[config.mk]
export PLATFORM = sky130hd
export DESIGN_NAME = inverse_distance_weights_core
export DESIGN_NICKNAME = d
export VERILOG_FILES = /design/src/hdl/idw_pkg.sv /design/src/hdl/idw_ram.sv /design/src/hdl/inverse_distance_weights_core.sv
export SDC_FILE = /design/constraint.sdc
export NUM_CORES = 2
export LEC_CHECK = 0
export CORE_MARGIN = 5
export CORE_UTILIZATION = 41
export DETAILED_ROUTE_END_ITERATION = 16
export DONT_BUFFER_PORTS = 1
export PLACE_DENSITY_LB_ADDON = 0.12
export SLEW_MARGIN = 20
export SYNTH_ARGS = -nofsm -noshare
export SYNTH_HDL_FRONTEND = slang
export SYNTH_HIERARCHICAL = 1
export SYNTH_SLANG_ARGS = --single-unit
[constraint.sdc]
create_clock -name i_clk -period 12.05 [get_ports i_clk]
set_input_delay 0.6025 -clock i_clk [delete_from_list [all_inputs] [get_ports i_clk]]
set_output_delay 0.6025 -clock i_clk [all_outputs]
set_load 0.02 [all_outputs]
[src/hdl/idw_pkg.sv]
// ---------------------------------------------------------------------------
// idw_pkg: shared types and constants for the inverse distance weights core
// Holds the row and result payload structs, the sequencer states and the
// widths of the weight store, the column sums and the shared divider.
// ---------------------------------------------------------------------------
package idw_pkg;

    localparam int MAX_ROWS  = 16;
    localparam int NCOLS     = 4;
    localparam int COL_W     = 2;
    localparam int DIST_W    = 32;
    localparam int RAW_W     = 48;
    localparam int WEIGHT_W  = 17;

    localparam int ROW_IDX_W  = (MAX_ROWS > 1) ? $clog2(MAX_ROWS) : 1;
    localparam int ROW_W      = $clog2(MAX_ROWS + 1);
    localparam int SUM_W      = RAW_W + ROW_W;
    localparam int RAM_DEPTH  = MAX_ROWS * NCOLS;
    localparam int RAM_ADDR_W = ROW_IDX_W + COL_W;

    // Shared restoring divider: 49 quotient bits for the reciprocal of a
    // distance, 17 for a normalised weight.
    localparam int QUO_W       = RAW_W + 1;
    localparam int CNT_W       = $clog2(QUO_W);
    localparam int RECIP_STEPS = QUO_W;
    localparam int NORM_STEPS  = WEIGHT_W;

    localparam logic [RAW_W-1:0]    RAW_MAX    = {RAW_W{1'b1}};
    localparam logic [RAW_W-1:0]    RAW_ONE    = RAW_W'(64'd1 << 32);
    localparam logic [WEIGHT_W-1:0] WEIGHT_ONE = WEIGHT_W'(32'd65536);
    localparam logic [DIST_W-1:0]   MIN_DIST_RESET = DIST_W'(1);

    typedef struct packed {
        logic [DIST_W-1:0] dist_euclid;
        logic [DIST_W-1:0] dist_x;
        logic [DIST_W-1:0] dist_y;
        logic [DIST_W-1:0] dist_z;
        logic              last_row;
    } t_row;

    typedef struct packed {
        logic [WEIGHT_W-1:0] weight_euclid;
        logic [WEIGHT_W-1:0] weight_x;
        logic [WEIGHT_W-1:0] weight_y;
        logic [WEIGHT_W-1:0] weight_z;
        logic                final_weight_row;
    } t_weights;

    typedef enum logic [2:0] {
        S_IDLE,
        S_COL,
        S_RDIV,
        S_NREAD,
        S_NLOAD,
        S_NDIV,
        S_CEMIT
    } t_state;

endpackage

[src/hdl/idw_ram.sv]
// ---------------------------------------------------------------------------
// idw_ram: generic single-write, single-read RAM
// One write port and one read port; the read data is registered.
// ---------------------------------------------------------------------------
module idw_ram #(
    parameter int WIDTH  = 48,
    parameter int DEPTH  = 64,
    parameter int ADDR_W = 6
) (
    input  logic              i_clk,
    input  logic              i_we,
    input  logic [ADDR_W-1:0] i_waddr,
    input  logic [WIDTH-1:0]  i_wdata,
    input  logic [ADDR_W-1:0] i_raddr,
    output logic [WIDTH-1:0]  o_rdata
);

    logic [WIDTH-1:0] r_mem [DEPTH];
    logic [WIDTH-1:0] r_rdata;

    always_ff @(posedge i_clk) begin
        if (i_we) begin
            r_mem[i_waddr] <= i_wdata;
        end
        r_rdata <= r_mem[i_raddr];
    end

    assign o_rdata = r_rdata;

endmodule

[src/hdl/inverse_distance_weights_core.sv]
// ---------------------------------------------------------------------------
// inverse_distance_weights_core: Shepard weights (exponent 1) per neighbour set
// A row is accepted while idle; each column whose distance exceeds
// min_distance then takes a 49-step reciprocal on the shared divider, and
// any other column takes the raw weight of one. On the last row each result
// needs four normalising divisions, or none at all for a coincident set.
// Throughput is one row at a time, bounded by the single shared divider.
// Reset (synchronous, active low) clears the set and sets min_distance to 1.
// Results are one-cycle strobes; the receiver cannot stall them.
// ---------------------------------------------------------------------------
module inverse_distance_weights_core (
    input  logic                              i_clk,
    input  logic                              i_rst_n,
    input  logic                              start,
    output logic                              busy,
    input  idw_pkg::t_row                     i_cmd,
    output idw_pkg::t_weights                 o_res,
    output logic                              o_res_strobe,
    input  logic                              i_cfg_valid,
    output logic                              o_cfg_ready,
    input  logic [idw_pkg::DIST_W-1:0]        i_cfg_data
);

    // -----------------------------------------------------------------------
    // Registers. Control state is reset; the datapath registers are loaded
    // before every use and carry no reset.
    // -----------------------------------------------------------------------
    idw_pkg::t_state                       r_state,  n_state;
    logic [idw_pkg::DIST_W-1:0]            r_min,    n_min;
    logic [idw_pkg::ROW_W-1:0]             r_count,  n_count;
    logic                                  r_coinc,  n_coinc;
    logic [idw_pkg::SUM_W-1:0]             r_sum [idw_pkg::NCOLS];
    logic [idw_pkg::SUM_W-1:0]             n_sum [idw_pkg::NCOLS];
    logic                                  r_strobe, n_strobe;

    logic [idw_pkg::DIST_W-1:0]            r_d   [idw_pkg::NCOLS];
    logic [idw_pkg::DIST_W-1:0]            n_d   [idw_pkg::NCOLS];
    logic                                  r_last,   n_last;
    logic [idw_pkg::COL_W-1:0]             r_col,    n_col;
    logic [idw_pkg::ROW_IDX_W-1:0]         r_row,    n_row;
    logic [idw_pkg::CNT_W-1:0]             r_cnt,    n_cnt;
    logic [idw_pkg::SUM_W-1:0]             r_div,    n_div;
    logic [idw_pkg::SUM_W-1:0]             r_rem,    n_rem;
    logic                                  r_inbit,  n_inbit;
    logic [idw_pkg::QUO_W-1:0]             r_q,      n_q;
    logic [idw_pkg::WEIGHT_W-1:0]          r_w   [idw_pkg::NCOLS];
    logic [idw_pkg::WEIGHT_W-1:0]          n_w   [idw_pkg::NCOLS];
    idw_pkg::t_weights                     r_res,    n_res;

    // Weight store write and read ports.
    logic                                  ram_we;
    logic [idw_pkg::RAM_ADDR_W-1:0]        ram_waddr;
    logic [idw_pkg::RAW_W-1:0]             ram_wdata;
    logic [idw_pkg::RAM_ADDR_W-1:0]        ram_raddr;
    logic [idw_pkg::RAW_W-1:0]             ram_rdata;

    // -----------------------------------------------------------------------
    // Shared restoring divider step. The partial remainder is shifted left
    // with the next dividend bit, compared with the divisor and reduced when
    // it is not smaller. A reciprocal starts from a zero remainder with the
    // single set bit of 2^48 as the first dividend bit. A normalisation
    // divides raw * 2^16 by the column sum; as the quotient is known to stay
    // below 2^17, its leading zero quotient bits leave raw >> 1 as the
    // remainder, so the step starts there with raw[0] as the first bit.
    // -----------------------------------------------------------------------
    logic [idw_pkg::SUM_W:0]               step_t;
    logic [idw_pkg::SUM_W:0]               step_diff;
    logic                                  step_ge;
    logic [idw_pkg::SUM_W-1:0]             step_rem;
    logic [idw_pkg::QUO_W-1:0]             step_q;
    logic [idw_pkg::RAW_W-1:0]             recip_raw;
    logic [idw_pkg::WEIGHT_W-1:0]          norm_w;

    assign step_t    = {r_rem, r_inbit};
    assign step_ge   = step_t >= {1'b0, r_div};
    assign step_diff = step_t - {1'b0, r_div};
    assign step_rem  = step_ge ? step_diff[idw_pkg::SUM_W-1:0] : step_t[idw_pkg::SUM_W-1:0];
    assign step_q    = {r_q[idw_pkg::QUO_W-2:0], step_ge};

    // A distance of one Q16.16 step gives exactly 2^48, which saturates.
    assign recip_raw = step_q[idw_pkg::QUO_W-1] ? idw_pkg::RAW_MAX
                                                : step_q[idw_pkg::RAW_W-1:0];

    // An empty column sum cannot occur with a stored row, but it reads as zero.
    always_comb begin
        if (r_div == '0) begin
            norm_w = '0;
        end else if (step_q[idw_pkg::WEIGHT_W-1:0] > idw_pkg::WEIGHT_ONE) begin
            norm_w = idw_pkg::WEIGHT_ONE;
        end else begin
            norm_w = step_q[idw_pkg::WEIGHT_W-1:0];
        end
    end

    assign ram_raddr = {r_row, r_col};

    idw_ram #(
        .WIDTH  (idw_pkg::RAW_W),
        .DEPTH  (idw_pkg::RAM_DEPTH),
        .ADDR_W (idw_pkg::RAM_ADDR_W)
    ) u_store (
        .i_clk   (i_clk),
        .i_we    (ram_we),
        .i_waddr (ram_waddr),
        .i_wdata (ram_wdata),
        .i_raddr (ram_raddr),
        .o_rdata (ram_rdata)
    );

    // -----------------------------------------------------------------------
    // State registers.
    // -----------------------------------------------------------------------
    always_ff @(posedge i_clk) begin
        if (!i_rst_n) begin
            r_state  <= idw_pkg::S_IDLE;
            r_min    <= idw_pkg::MIN_DIST_RESET;
            r_count  <= '0;
            r_coinc  <= 1'b0;
            r_strobe <= 1'b0;
            for (int c = 0; c < idw_pkg::NCOLS; c++) begin
                r_sum[c] <= '0;
            end
        end else begin
            r_state  <= n_state;
            r_min    <= n_min;
            r_count  <= n_count;
            r_coinc  <= n_coinc;
            r_strobe <= n_strobe;
            r_sum    <= n_sum;
        end
    end

    always_ff @(posedge i_clk) begin
        r_d     <= n_d;
        r_last  <= n_last;
        r_col   <= n_col;
        r_row   <= n_row;
        r_cnt   <= n_cnt;
        r_div   <= n_div;
        r_rem   <= n_rem;
        r_inbit <= n_inbit;
        r_q     <= n_q;
        r_w     <= n_w;
        r_res   <= n_res;
    end

    // -----------------------------------------------------------------------
    // Sequencer: next state and datapath control.
    // -----------------------------------------------------------------------
    always_comb begin
        logic                      row_done;
        logic                      emit_final;
        logic [idw_pkg::RAW_W-1:0] col_raw;
        logic                      col_done;

        n_state  = r_state;
        n_min    = r_min;
        n_count  = r_count;
        n_coinc  = r_coinc;
        n_sum    = r_sum;
        n_strobe = 1'b0;
        n_d      = r_d;
        n_last   = r_last;
        n_col    = r_col;
        n_row    = r_row;
        n_cnt    = r_cnt;
        n_div    = r_div;
        n_rem    = r_rem;
        n_inbit  = r_inbit;
        n_q      = r_q;
        n_w      = r_w;
        n_res    = r_res;

        ram_we    = 1'b0;
        ram_waddr = {r_count[idw_pkg::ROW_IDX_W-1:0], r_col};
        ram_wdata = idw_pkg::RAW_ONE;

        row_done   = 1'b0;
        col_done   = 1'b0;
        col_raw    = idw_pkg::RAW_ONE;
        emit_final = (idw_pkg::ROW_W'({1'b0, r_row}) == r_count - idw_pkg::ROW_W'(1));

        // Configuration is taken only while idle, so a row in progress keeps
        // the threshold it started with.
        if (i_cfg_valid && r_state == idw_pkg::S_IDLE) begin
            n_min = i_cfg_data;
        end

        case (r_state)
            idw_pkg::S_IDLE: begin
                if (start) begin
                    n_d[0] = i_cmd.dist_euclid;
                    n_d[1] = i_cmd.dist_x;
                    n_d[2] = i_cmd.dist_y;
                    n_d[3] = i_cmd.dist_z;
                    n_last = i_cmd.last_row;
                    n_col  = '0;
                    n_row  = '0;
                    if (r_count < idw_pkg::ROW_W'(idw_pkg::MAX_ROWS)) begin
                        // A threshold written in the same cycle already
                        // applies to this row.
                        if (r_count == '0 && i_cmd.dist_euclid < n_min) begin
                            n_coinc = 1'b1;
                        end
                        n_state = idw_pkg::S_COL;
                    end else if (i_cmd.last_row) begin
                        // A dropped row that closes the set still releases it.
                        n_state = r_coinc ? idw_pkg::S_CEMIT : idw_pkg::S_NREAD;
                    end
                end
            end

            idw_pkg::S_COL: begin
                if (r_d[r_col] > r_min) begin
                    n_rem   = '0;
                    n_inbit = 1'b1;
                    n_div   = idw_pkg::SUM_W'(r_d[r_col]);
                    n_cnt   = idw_pkg::CNT_W'(idw_pkg::RECIP_STEPS - 1);
                    n_state = idw_pkg::S_RDIV;
                end else begin
                    col_raw  = idw_pkg::RAW_ONE;
                    col_done = 1'b1;
                end
            end

            idw_pkg::S_RDIV: begin
                n_rem   = step_rem;
                n_q     = step_q;
                n_inbit = 1'b0;
                n_cnt   = r_cnt - idw_pkg::CNT_W'(1);
                if (r_cnt == '0) begin
                    col_raw  = recip_raw;
                    col_done = 1'b1;
                end
            end

            idw_pkg::S_NREAD: begin
                n_state = idw_pkg::S_NLOAD;
            end

            idw_pkg::S_NLOAD: begin
                n_rem   = idw_pkg::SUM_W'(ram_rdata >> 1);
                n_inbit = ram_rdata[0];
                n_div   = r_sum[r_col];
                n_cnt   = idw_pkg::CNT_W'(idw_pkg::NORM_STEPS - 1);
                n_state = idw_pkg::S_NDIV;
            end

            idw_pkg::S_NDIV: begin
                n_rem   = step_rem;
                n_q     = step_q;
                n_inbit = 1'b0;
                n_cnt   = r_cnt - idw_pkg::CNT_W'(1);
                if (r_cnt == '0) begin
                    n_w[r_col] = norm_w;
                    if (r_col == idw_pkg::COL_W'(idw_pkg::NCOLS - 1)) begin
                        n_res.weight_euclid    = r_w[0];
                        n_res.weight_x         = r_w[1];
                        n_res.weight_y         = r_w[2];
                        n_res.weight_z         = norm_w;
                        n_res.final_weight_row = emit_final;
                        n_strobe               = 1'b1;
                        n_col                  = '0;
                        if (emit_final) begin
                            row_done = 1'b1;
                        end else begin
                            n_row   = r_row + idw_pkg::ROW_IDX_W'(1);
                            n_state = idw_pkg::S_NREAD;
                        end
                    end else begin
                        n_col   = r_col + idw_pkg::COL_W'(1);
                        n_state = idw_pkg::S_NREAD;
                    end
                end
            end

            idw_pkg::S_CEMIT: begin
                // Coincident set: the first row takes the whole weight.
                n_res.weight_euclid    = (r_row == '0) ? idw_pkg::WEIGHT_ONE : '0;
                n_res.weight_x         = (r_row == '0) ? idw_pkg::WEIGHT_ONE : '0;
                n_res.weight_y         = (r_row == '0) ? idw_pkg::WEIGHT_ONE : '0;
                n_res.weight_z         = (r_row == '0) ? idw_pkg::WEIGHT_ONE : '0;
                n_res.final_weight_row = emit_final;
                n_strobe               = 1'b1;
                if (emit_final) begin
                    row_done = 1'b1;
                end else begin
                    n_row = r_row + idw_pkg::ROW_IDX_W'(1);
                end
            end

            default: begin
                n_state = idw_pkg::S_IDLE;
            end
        endcase

        // A column's raw weight is ready: store it and add it to its sum.
        if (col_done) begin
            ram_we       = 1'b1;
            ram_wdata    = col_raw;
            n_sum[r_col] = r_sum[r_col] + idw_pkg::SUM_W'(col_raw);
            if (r_col == idw_pkg::COL_W'(idw_pkg::NCOLS - 1)) begin
                n_count = r_count + idw_pkg::ROW_W'(1);
                n_col   = '0;
                if (r_last) begin
                    n_state = r_coinc ? idw_pkg::S_CEMIT : idw_pkg::S_NREAD;
                end else begin
                    n_state = idw_pkg::S_IDLE;
                end
            end else begin
                n_col   = r_col + idw_pkg::COL_W'(1);
                n_state = idw_pkg::S_COL;
            end
        end

        // The last result of a set has gone out: start a fresh set.
        if (row_done) begin
            n_count = '0;
            n_coinc = 1'b0;
            for (int c = 0; c < idw_pkg::NCOLS; c++) begin
                n_sum[c] = '0;
            end
            n_state = idw_pkg::S_IDLE;
        end
    end

    assign busy         = (r_state != idw_pkg::S_IDLE);
    assign o_res        = r_res;
    assign o_res_strobe = r_strobe;
    assign o_cfg_ready  = (r_state == idw_pkg::S_IDLE);

endmodule

Word level (Yosys, flattened, before mapping). Memories as Yosys holds them, arrays and structs flattened. A register that Yosys moved wholly into a read port is not among the register bits. Cells that the tools add are included.

Memories kept: 1. Bits in registers: 687. RAM bits: 3072. Output and inout bits: 72. Logic and storage cells: 159. Input bits: 165.

Memories: u_store.r_mem (depth 64, width 48, rd ports 1, clocked after Yosys merged registers in 1, write ports 1, line idw_ram.sv:18) `logic [WIDTH-1:0] r_mem [DEPTH];`.

Mux-type cells: 67. $add $sub $neg: 7. Order comparisons: 7. Reductions and logical operators: 27. Bitwise operators: 2. Equal/unequal tests: 18.

Operators by type and width (count): 53-bit two-way mux (6); 212-bit bitwise mux (1); 48-bit two-way mux (4); 53-bit one-hot mux with 3 select lines (1); 69-bit two-way mux (2); 69-bit one-hot mux with 2 select lines (1); 53-bit binary-select mux with 2-bit select (1); 53-bit demux with 2-bit select (1); 53-bit one-hot mux with 2 select lines (1); 32-bit two-way mux (3); 68-bit bitwise mux (1); 17-bit two-way mux (4); 32-bit binary-select mux with 2-bit select (1); 54-bit by 53-bit >= comparator with 1-bit output (1); 53-bit by 48-bit adder with 53-bit output (1); 53-bit zero test (1); 53-bit subtractor (1); 17-bit demux with 2-bit select (1); 3-bit two-way mux (11); 32-bit greater-than comparator (1); 32-bit < comparator (1); 3-bit one-hot mux with 6 select lines (1); 6-bit one-hot mux with 3 select lines (1); 17-bit greater-than comparator, second input constant (1); 41 further kinds (80).

Longest topological paths before layout.
Depth after elaboration: 10. Mapped depth: 26. Gate-level depth less buffers: 25.

By module. Netlist, hierarchy kept.

By module, submodules not included: idw_ram (instances 1, area each 117123.6 um^2, sequential area each 93209.4 um^2, cells each 4970); inverse_distance_weights_core (instances 1, area each 34300.4 um^2, sequential area each 17576.9 um^2, cells each 3373).

Worst setup path after synthesis. Ideal clock, no wire load.

Path kind: flip-flop to flip-flop. Start point: register r_col[0] in the netlist's numbering. End point: memory u_store.r_mem[48][0], enable pin. Path slack: 3.708 ns. Required time: 11.537 ns. Clock period less this slack: 8.342 ns. Library setup time: 0.513 ns. Data arrival time: 7.829 ns. Path buffers: 4. Stages on the path, launching flop included: 15. Path through: edfxtp_1 > clkbuf_1 > clkbuf_1 > buf_1 > mux4_2 > ha_1 > nand4_1 > or4_1 > nor3_1 > a21oi_1 > o41ai_2 > buf_2 > nor2b_1 > nand4b_1 > nor3_1.

Word-level cells in the longest chain between the ends: 10.

RTL lines: start, declared (line inverse_distance_weights_core.sv:39) `logic [idw_pkg::COL_W-1:0] r_col, n_col;`; start signal, assigned (line inverse_distance_weights_core.sv:136) `r_col <= n_col;`; 2-bit inverter with 3-bit output (not written as such) (line inverse_distance_weights_core.sv:214) `if (r_d[r_col] > r_min) begin`; 32-bit binary-select mux with 2-bit select (line inverse_distance_weights_core.sv:214); 32-bit two-way mux (not written as such) (2 in series) (line inverse_distance_weights_core.sv:214); 32-bit greater-than comparator (line inverse_distance_weights_core.sv:214); 1-bit two-way mux (line inverse_distance_weights_core.sv:214); 1-bit one-hot mux with 2 select lines (line inverse_distance_weights_core.sv:189) `case (r_state)`; 1-bit two-way mux (line inverse_distance_weights_core.sv:298) `if (col_done) begin`; named net ram_we (line inverse_distance_weights_core.sv:51) `logic ram_we;`; 1-bit two-way mux (line idw_ram.sv:22) `if (i_we) begin`; 1-bit two-way mux (not written as such) (line idw_ram.sv:23) `r_mem[i_waddr] <= i_wdata;`; end, declared (line idw_ram.sv:18).

The timed path passes the listed nets, and every way through them passes these cells. The select of a mux whose other input is x is not followed.

Worst setup path in the final report.
Start point: register r_col[1] in the netlist's numbering. End point: memory u_store.r_mem[32][40], enable pin.

Word-level cells in the longest chain between the ends: 10.

RTL lines (line): 2-bit inverter with 3-bit output (not written as such) (inverse_distance_weights_core.sv:214); 32-bit binary-select mux with 2-bit select (inverse_distance_weights_core.sv:214); 32-bit two-way mux (not written as such) (2 in series) (inverse_distance_weights_core.sv:214); 32-bit greater-than comparator (inverse_distance_weights_core.sv:214); 1-bit two-way mux (inverse_distance_weights_core.sv:214); 1-bit one-hot mux with 2 select lines (inverse_distance_weights_core.sv:189); 1-bit two-way mux (inverse_distance_weights_core.sv:298); 1-bit two-way mux (idw_ram.sv:22); 1-bit two-way mux (not written as such) (idw_ram.sv:23).

Several ways; a longest one is shown, not always the timed one. The select of a mux whose other input is x is not followed.

==> summary.md <==
| Metric | Value |
|---|---|
| Most used flip-flop cell after synthesis | edfxtp_1 |
| Worst Hold End | r_coinc$_SDFFE_PP0P_ |
| TritonCTS clock tree | done |
| Max-cap violations | 0 |
| Hold path depth | 4 |
| Area growth syn-to-layout | 14.15% |
| # resized after CTS | 0 |
| Root buffer cell | clkbuf_16 |
| Pwr Total | 36.15 mW |
| Largest net degree at the start of global routing | 100 |
| Place WS | 4294 ps |
| Non-Filler Instances | 13972 |
| Worst r2r path cells | 14 |
| Synth Cell Area | 151400 um^2 |
| Most common cell after layout, fill and taps aside | edfxtp_1 |
| Vias per cell | 5.921 |
| Crit path top cell by count | buf_4 |
| Post-synth EDFFs | 3488 |
| R2r endpoint | u_store/r_mem[32][40]$_DFFE_PP_ |
| Hold Startpoint | start |
| Wire per inst | 32.93 um |
| CP Launch Type | flip-flop |
| WHS | 121.8 ps |
| Final critical-path setup slack | 4298 ps |
| Switch share | 30.82% |
| Buffers and inverters on the worst path | 3 |
| LEAKAGE | 55.11 nW |
| Int Power | 25.01 mW |
| CP top delay family | simple AND/OR/NAND/NOR gates |
| Power Density | 209.1 nW/um^2 |
| Post-synth cell types | 83 |
| R2r setup slk | 4300 ps |
| Worst Hold Class | input pin to flip-flop |
| Die height | 617.7 um |
| Combinational share of power | 23.9% |
| Setup TNS Final | 0 ps |
| Vias in the first global route | 82465 |
| FF+latch count, synth | 3790 |
| Crit end category | flip-flop |
| Post-route ant nets | 0 |
| NumNets Final | 9018 |
| CTS Sinks | 3790 |
| Total Wirelength | 460200 um |
| Core area | 368600 um^2 |
| Worst IR Drop VDD | 0.1369 mV |
| Max stage delay cell, worst path | nor2_4 |
| Initial core utilization | 41.08% |
| Commonest cells after routing, fill and taps aside | 3488 x edfxtp_1, 839 x mux4_2, 511 x nand2_1 |
| Largest stage delay, worst path | 1070 ps |
| Register area share after synthesis | 73.16% |
| Count of final max-slew check failures | 0 |
| Rel. slew slack | 7.960% |
| Final setup viols | 0 |
| DR pass1 iterations | 8 |
| First-pass GRT wire length | 642500 um |
| Arrival @ worst endpoint | 8300 ps |
| Final hold vios | 0 |
| Worst-margin pin slew | 1381 ps |
| Switching pwr | 11.14 mW |
| I/O pin cnt | 237 |
| DRC Markers | 0 |
| Die X | 617.7 um |
| Syn_nets | 8684 |
| Yosys warning total | 6 |
| Final worst-path cycle share | 64.33% |
| Share of post-route cells with drive strength above 1 | 20.71% |
| Gr ovfl total | 0 |
| R2r startpoint | r_col[1]$_DFFE_PP_ |
| Asr flop ratio synth | 0% |
| DRT iter0 DRCs | 9308 |
| # H-tree levels | 5 |
| CTS clk-pin slew, worst paths | 60 ps |
| Final Skew | 47.96 ps |
| Antenna violations before repair | 36 |
| CTS Buf Count | 400 |
| Area of the die | 381600 um^2 |
| Status | finished clean |
| Overall routing resource usage | 23.60% |
| CP Class | flip-flop to flip-flop |
| Seq pwr share | 42.4% |
| Detailed-route via count | 82735 |
| Worst path depth | 14 |
| Fillers | 30918 |
| Req. time, crit path | 12600 ps |
| Clock power share | 33.8% |
| Average size of a mapped cell | 18.15 um^2 |
| Final min period | 7752 ps |
| Clk buf depth | 4 |
| Critical path peak fanout | 36 |
| Worst path cell trace | buf_4 > mux4_2 > ha_1 > a21o_1 > a21o_1 > a221oi_1 > o221a_1 > a21oi_1 > o41ai_4 > buf_4 > nor2b_1 > nand2_1 > nor2_4 > buf_4 |
| DP Cell Count | 13060 |
| Site Rows | 223 |
| Post-DP HPWL | 276500 um |
| PortBufs | 0 |
| Synthesized instance count | 8343 |
| Clock Latency Late Sink | 960 ps |
| RSZ-0062 raised after global routing | no |
| Max Clock Freq | 129.0 MHz |
| GPL Wtd Cong | 0.8945 |
==> through the flow <==
stage	util, %	area, um^2
CTS	46.87	172800
global route	46.89	172800
floorplan	-	151400
global placement	42.93	158200
detailed placement	42.94	158300
finish	46.90	172800
==> area by class of cell <==
| type | count | area [um^2] | share of cell area [%] |
|---|---|---|---|
| sequential | 3790 | 110800 | 64.09 |
| multi-input combinational | 3941 | 38870 | 22.49 |
| clock buffer | 503 | 10640 | 6.158 |
| tap | 4950 | 6193 | 3.583 |
| timing repair buffer | 404 | 3540 | 2.048 |
| clock inverter | 227 | 2242 | 1.297 |
| inverter | 140 | 529.3 | 0.3062 |
| antenna | 17 | 42.54 | 0.02461 |
==> cell usage after synthesis, drive strengths merged (81+ instances only) <==
cell / n / area, um^2
a21oi: 444 / 2241
a221oi: 87 / 762.0
a22oi: 81 / 608.1
and2: 81 / 506.7
buf: 233 / 1356
clkbuf: 239 / 898.4
dfxtp: 302 / 6046
edfxtp: 3488 / 104700
ha: 174 / 2177
inv: 140 / 525.5
mux2i: 86 / 860.8
mux4: 839 / 18900
nand2: 518 / 1944
nor2: 482 / 1809
o21ai: 177 / 885.9
o22ai: 126 / 788.3
==> worst min-delay path, delay by kind of cell <==
family	cells	cell delay, ps
AOI/OAI and AO/OA	1	120
and+or+nand+nor	3	290
==> state kept, by name (all words and copies together) (netlist names), 2 cells and up <==
register / flops
r_min: 32
r_d: 128
r_sum: 212
r_rem: 53
r_q: 48
u_store/o_rdata: 48
r_w: 51
u_store/r_mem: 3072
o_res: 69
r_col: 2
r_state: 3
r_cnt: 6
r_row: 4
r_div: 53
r_count: 5
==> cell families after synthesis <==
| group | Yosys count | synth area share, % |
|---|---|---|
| compound gates | 1266 | 5.379 |
| xor+xnor | 103 | 0.5958 |
| fa+ha+maj | 176 | 1.464 |
| buf+inv | 612 | 1.836 |
| flops | 3790 | 73.16 |
| mux | 969 | 13.37 |
| simple gates | 1427 | 4.188 |
==> timing repair <==
item | 4_1_cts | 5_1_grt
buffers inserted | 0 | 0
hold buffers | 162 | 0
hold endpoints to repair | 170 | 0
endpoints found under the setup margin | 0 | 0
==> per-layer routing <==
| layer | routed length, um | share of wire [%] | track usage (%) | up-vias |
|---|---|---|---|---|
| met1 | 192900 | 42 | 33.27 | 44310 |
| met4 | 14600 | 3.2 | 6.711 | 2 |
| met3 | 35650 | 7.7 | 4.361 | 621 |
| li1 | - | - | - | 34405 |
| met5 | 13 | 0.0028 | 0 | - |
| met2 | 217000 | 47 | 37.73 | 3397 |
==> worst max path at each step <==
stage / start / to
5_1_grt: r_col[1]$_DFFE_PP_ / u_store/r_mem[32][40]$_DFFE_PP_
6_report: r_col[1]$_DFFE_PP_ / u_store/r_mem[32][40]$_DFFE_PP_
3_3_place_gp: r_col[1]$_DFFE_PP_ / u_store/r_mem[32][46]$_DFFE_PP_
3_5_place_dp: r_col[1]$_DFFE_PP_ / u_store/r_mem[32][46]$_DFFE_PP_
4_1_cts: r_col[1]$_DFFE_PP_ / u_store/r_mem[32][21]$_DFFE_PP_
2_1_floorplan: r_col[0]$_DFFE_PP_ / u_store/r_mem[48][0]$_DFFE_PP_
==> power by group through the flow <==
stage	Combinational, mW	Sequential [mW]	Clock [mW]
3_5_place_dp	8.61	15.6	0
4_1_cts	8.68	15.3	12.4
2_1_floorplan	5.67	15.4	0
6_report	8.62	15.3	12.2
3_3_place_gp	8.64	15.6	0
5_1_grt	9.20	15.4	13.0
Power figures use the tool's default switching activity.
